$ cat config.mk
export PLATFORM = sky130hd
export DESIGN_NAME = ch_hist_ctrl
export DESIGN_NICKNAME = d
export VERILOG_FILES = /design/src/rtl/ch_hist_pkg.sv /design/src/rtl/ch_hist_ctrl.sv
export SDC_FILE = /design/constraint.sdc
export NUM_CORES = 1
export LEC_CHECK = 0
export BUFFER_PORTS_ARGS = -buffer_cell sky130_fd_sc_hd__buf_4
export CAP_MARGIN = 20
export CORE_AREA = 2 2 39 41
export CTS_CLUSTER_SIZE = 28
export DETAILED_ROUTE_END_ITERATION = 12
export DIE_AREA = 0 0 41 43
export GPL_TIMING_DRIVEN = 0
export PLACE_DENSITY_LB_ADDON = 0.1
export SYNTH_ARGS = -nofsm -noshare
export SYNTH_HDL_FRONTEND = slang
export SYNTH_SLANG_ARGS = --single-unit
export TNS_END_PERCENT = 100
$ cat constraint.sdc
create_clock -name clk -period 2.4 [get_ports clk]
set_input_delay 0.24 -clock clk [delete_from_list [all_inputs] [get_ports clk]]
set_output_delay 0.24 -clock clk [all_outputs]
set_load 0.005 [all_outputs]
$ cat src/rtl/ch_hist_pkg.sv
// ----------------------------------------------------------------------------
// ch_hist_pkg
// Types and constants shared by the channel histogram modules.
// ----------------------------------------------------------------------------
package ch_hist_pkg;

  localparam int NUM_BINS    = 256;
  localparam int BIN_WIDTH   = $clog2(NUM_BINS);
  localparam int COUNT_WIDTH = 32;
  localparam int CHAN_WIDTH  = 8;

  localparam logic [1:0] CMD_CLEAR = 2'd0;
  localparam logic [1:0] CMD_ADD   = 2'd1;
  localparam logic [1:0] CMD_READ  = 2'd2;

  localparam logic REG_NUM_CHANNELS   = 1'b0;
  localparam logic REG_CHANNEL_SELECT = 1'b1;

  localparam logic [2:0] NUM_CHANNELS_RESET   = 3'd3;
  localparam logic [1:0] CHANNEL_SELECT_RESET = 2'd0;

  typedef struct packed {
    logic [1:0]            command;
    logic [CHAN_WIDTH-1:0] chan_0;
    logic [CHAN_WIDTH-1:0] chan_1;
    logic [CHAN_WIDTH-1:0] chan_2;
    logic [CHAN_WIDTH-1:0] chan_3;
    logic [BIN_WIDTH-1:0]  bin_index;
  } in_word_t;

  typedef struct packed {
    logic [BIN_WIDTH-1:0]   read_bin;
    logic [COUNT_WIDTH-1:0] bin_count;
  } out_word_t;

  typedef enum logic [1:0] {
    ST_IDLE,
    ST_FETCH,
    ST_UPDATE,
    ST_RESPOND
  } state_t;

  typedef struct packed {
    logic capture;
    logic clear;
    logic write;
    logic load;
  } dp_cmd_t;

  typedef struct packed {
    logic present;
    logic out_free;
  } dp_status_t;

endpackage

$ cat src/rtl/ch_hist_ctrl.sv
// ----------------------------------------------------------------------------
// ch_hist_ctrl
// Sequencer: accepts a word, steps the bin memory through fetch and update
// or fetch and respond.
// ----------------------------------------------------------------------------
module ch_hist_ctrl (
  input  logic                   clk,
  input  logic                   rst,
  input  logic                   in_valid,
  input  logic [1:0]             command,
  output logic                   in_ready,
  input  ch_hist_pkg::dp_status_t status,
  output ch_hist_pkg::dp_cmd_t    cmd
);

  ch_hist_pkg::state_t state, state_next;
  logic is_read, is_read_next;

  always_ff @(posedge clk) begin
    if (rst) begin
      state   <= ch_hist_pkg::ST_IDLE;
      is_read <= 1'b0;
    end else begin
      state   <= state_next;
      is_read <= is_read_next;
    end
  end

  always_comb begin
    state_next   = state;
    is_read_next = is_read;
    in_ready     = 1'b0;
    cmd          = '0;
    case (state)
      ch_hist_pkg::ST_IDLE: begin
        in_ready = 1'b1;
        if (in_valid) begin
          if (command == ch_hist_pkg::CMD_CLEAR) begin
            cmd.clear = 1'b1;
          end else if (command == ch_hist_pkg::CMD_READ) begin
            cmd.capture  = 1'b1;
            is_read_next = 1'b1;
            state_next   = ch_hist_pkg::ST_FETCH;
          end else if (command == ch_hist_pkg::CMD_ADD && status.present) begin
            cmd.capture  = 1'b1;
            is_read_next = 1'b0;
            state_next   = ch_hist_pkg::ST_FETCH;
          end
        end
      end
      ch_hist_pkg::ST_FETCH: begin
        state_next = is_read ? ch_hist_pkg::ST_RESPOND : ch_hist_pkg::ST_UPDATE;
      end
      ch_hist_pkg::ST_UPDATE: begin
        cmd.write  = 1'b1;
        state_next = ch_hist_pkg::ST_IDLE;
      end
      ch_hist_pkg::ST_RESPOND: begin
        if (status.out_free) begin
          cmd.load   = 1'b1;
          state_next = ch_hist_pkg::ST_IDLE;
        end
      end
      default: begin
        state_next = ch_hist_pkg::ST_IDLE;
      end
    endcase
  end

endmodule

==> reports/metrics.cfg <==
[critical_path]
reg2reg_to=is_read$_SDFFE_PP0P_
reg2reg_depth=3
slowest_stage=dfxtp_1
cp_max_fo=6
critPathTopFamily=simple AND/OR/NAND/NOR gates
r2r_slack_ns=1.23
critPathMaxStageDelay_ns=0.34
cp-end-kind=output port
worstPathRequired_ns=2.16
r2r_start=state[1]$_SDFFE_PP0P_
worstSetupPathType=flop to output port
path_cells=nor2_1 -> nand2_1 -> nor3_1 -> buf_4
start_kind=flop
worst-path-buf-inv=1
arrival_ns=1.13

[placed_design]
placement.cell_area_um2=272
io_buffers=11
gp_congestion=0.645
dp_slack_ns=1.22

[sta]
fin_tns_setup_ns=0
period_share_pct=57.2
fin_ws_ns=1.03
finalSetupViolations=0
finalClockSkew_ns=0.00195
fmax_ghz=0.729
rsz0062_at_grt=false
final_max_slew_viol_count=0
maxSlewHeadroom_pct=77.5
fin_crit_ns=1.37
hold_violations=0
tightest_slew_ns=0.336

[finish]
layout-drive-gt1-share_pct=44.4
fill_cells=161
diodes=0
nNetsFinal=44
multi_input_area_um2=101
area_delta_synth_final_pct=76.3
regArea_um2=60.1
postLayoutCellArea_um2=298

[synth]
yosysWarnings=0
synth_seq_cells=3
yosysTopAreaCell=dfxtp_1
synth_area_leaders=dfxtp_1 36%, nor3b_2 7.4%, nor2_1 6.7%, a2111oi_1 5.9%, a21oi_1 5.9%
syn-num-nets=28
synth_cell_types=14
syn_area_um2=169
avgSynthCellArea_um2=8.04
ys_seq_area_share_pct=35.6
yosysTopAreaCellShare_pct=35.6
synthesis.instances=21

[worst_hold_path]
holdPathEnd=is_read$_SDFFE_PP0P_
min_path_cells=2
hp-start=rst
hold_path_class=input port to flop

[grt]
grt-ovfl-total=0
grtUsageTotal_pct=6.62
grt_pass1_wl_um=779
grtUsageMet3_pct=4.71
met1_usage_pct=8.65
antenna_found_initial=0
grt_max_degree=7
grt_pass1_vias=198
use_met2_pct=8.44
grt.busiest_layer=met1

[power]
vdd_drop_max_uv=218
total_power_w=0.000166
leakage_nw=0.147
pwr_density_cell_nw_per_um2=556

[clock_tree]
cts_num_sinks=3
ctsRootBufferMaster=clkbuf_4
cts_tree=yes
numCtsBuffers=3
htreeDepth=1
cts_setup_buffers=0
cts_resized=0
insertion_delay_ns=0.23
cts.clk_slew.worst_paths_ns=0.04
cts_hold_buf=0
clk_path_buf_depth=2

[drt]
wl_per_cell_um=8.44
wl_um=439
viasPerCell=3.73
drc_errors=0
firstDrtPassIters=2
drt_iter0_drc=5
routed-via-count=194
ant_nets=0

[floorplan]
core.rowCount=14
die_h_um=43
num_io_pins=12
start_util_pct=12.2
die-area_um2=1760
core_area_um2=1380
dieWidth_um=41

[status]
status=completed

[run]
maxCapViolations=0

==> registers in the layout, summed over array words and instances, names as in the netlist <==
name     count
is_read      1
state        2
==> area by class of cell <==
cell class | instances | area share, %
timing repair buffer | 11 | 27.7
clock buffer | 4 | 8.82
sequential | 3 | 20.2
multi-input combinational | 16 | 34.0
inverter | 2 | 2.52
tap | 16 | 6.72
==> cells by family after synthesis <==
kind of cell / Yosys count / synth area share (%)
simple gates: 11 / 38.5
buf+inv: 2 / 4.45
compound gates: 5 / 21.5
flops: 3 / 35.6
==> routing by layer <==
layer  vias to the layer above  wire length [µm]  part of all wire (%)
li1                        106                 -                     -
met1                        80               215                    49
met2                         8               188                    43
met3                         0                35                   8.0
met4                         0                 0                     0
met5                         -                 0                     0
==> cell usage in the layout (no fill, tap or decap), drive strengths merged <==
master,n
inv,2
clkbuf,4
nor2b,1
nor2,3
dfxtp,3
o2111ai,1
buf,11
o31ai,1
nor3b,1
and3b,1
a21oi,2
nand2,2
nor3,1
and3,2
a2111oi,1
==> worst max path at each step <==
stage                     startpoint                   end  slack, ns  depth (start not counted)
2_1_floorplan  state[1]$_SDFFE_PP0P_  is_read$_SDFFE_PP0P_       1.38                          3
3_3_place_gp   state[1]$_SDFFE_PP0P_  is_read$_SDFFE_PP0P_       1.23                          3
4_1_cts        state[1]$_SDFFE_PP0P_                cmd[2]       0.99                          4
6_report       state[1]$_SDFFE_PP0P_                cmd[2]       1.03                          4
3_5_place_dp   state[1]$_SDFFE_PP0P_  is_read$_SDFFE_PP0P_       1.22                          3
5_1_grt        state[1]$_SDFFE_PP0P_                cmd[2]       0.91                          4
==> metrics by stage <==
stage	utilization (%)	hold slack, ns	cells
floorplan	-	0.317	21
global placement	19.6	0.435	48
detailed placement	19.6	0.436	48
CTS	21.5	0.191	52
global route	21.5	0.196	52
finish	21.5	0.199	52
==> report_power, final <==
part | leakage (nW) | switching, W | internal, W
combinational | 0.108 | 0.0000102 | 0.0000147
clock | 0.0150 | 0.0000242 | 0.0000622
sequential | 0.0244 | 0.00000230 | 0.0000521
total | 0.147 | 0.0000366 | 0.000129
==> Yosys cell counts (all sizes together) <==
cell     instances
nor2b            1
o31ai            1
o2111ai          1
inv              2
and3b            1
dfxtp            3
nand2            2
a21oi            2
nor3             1
and3             2
nor2             3
nor3b            1
a2111oi          1
No activity file was read; power rests on OpenSTA's default activity.
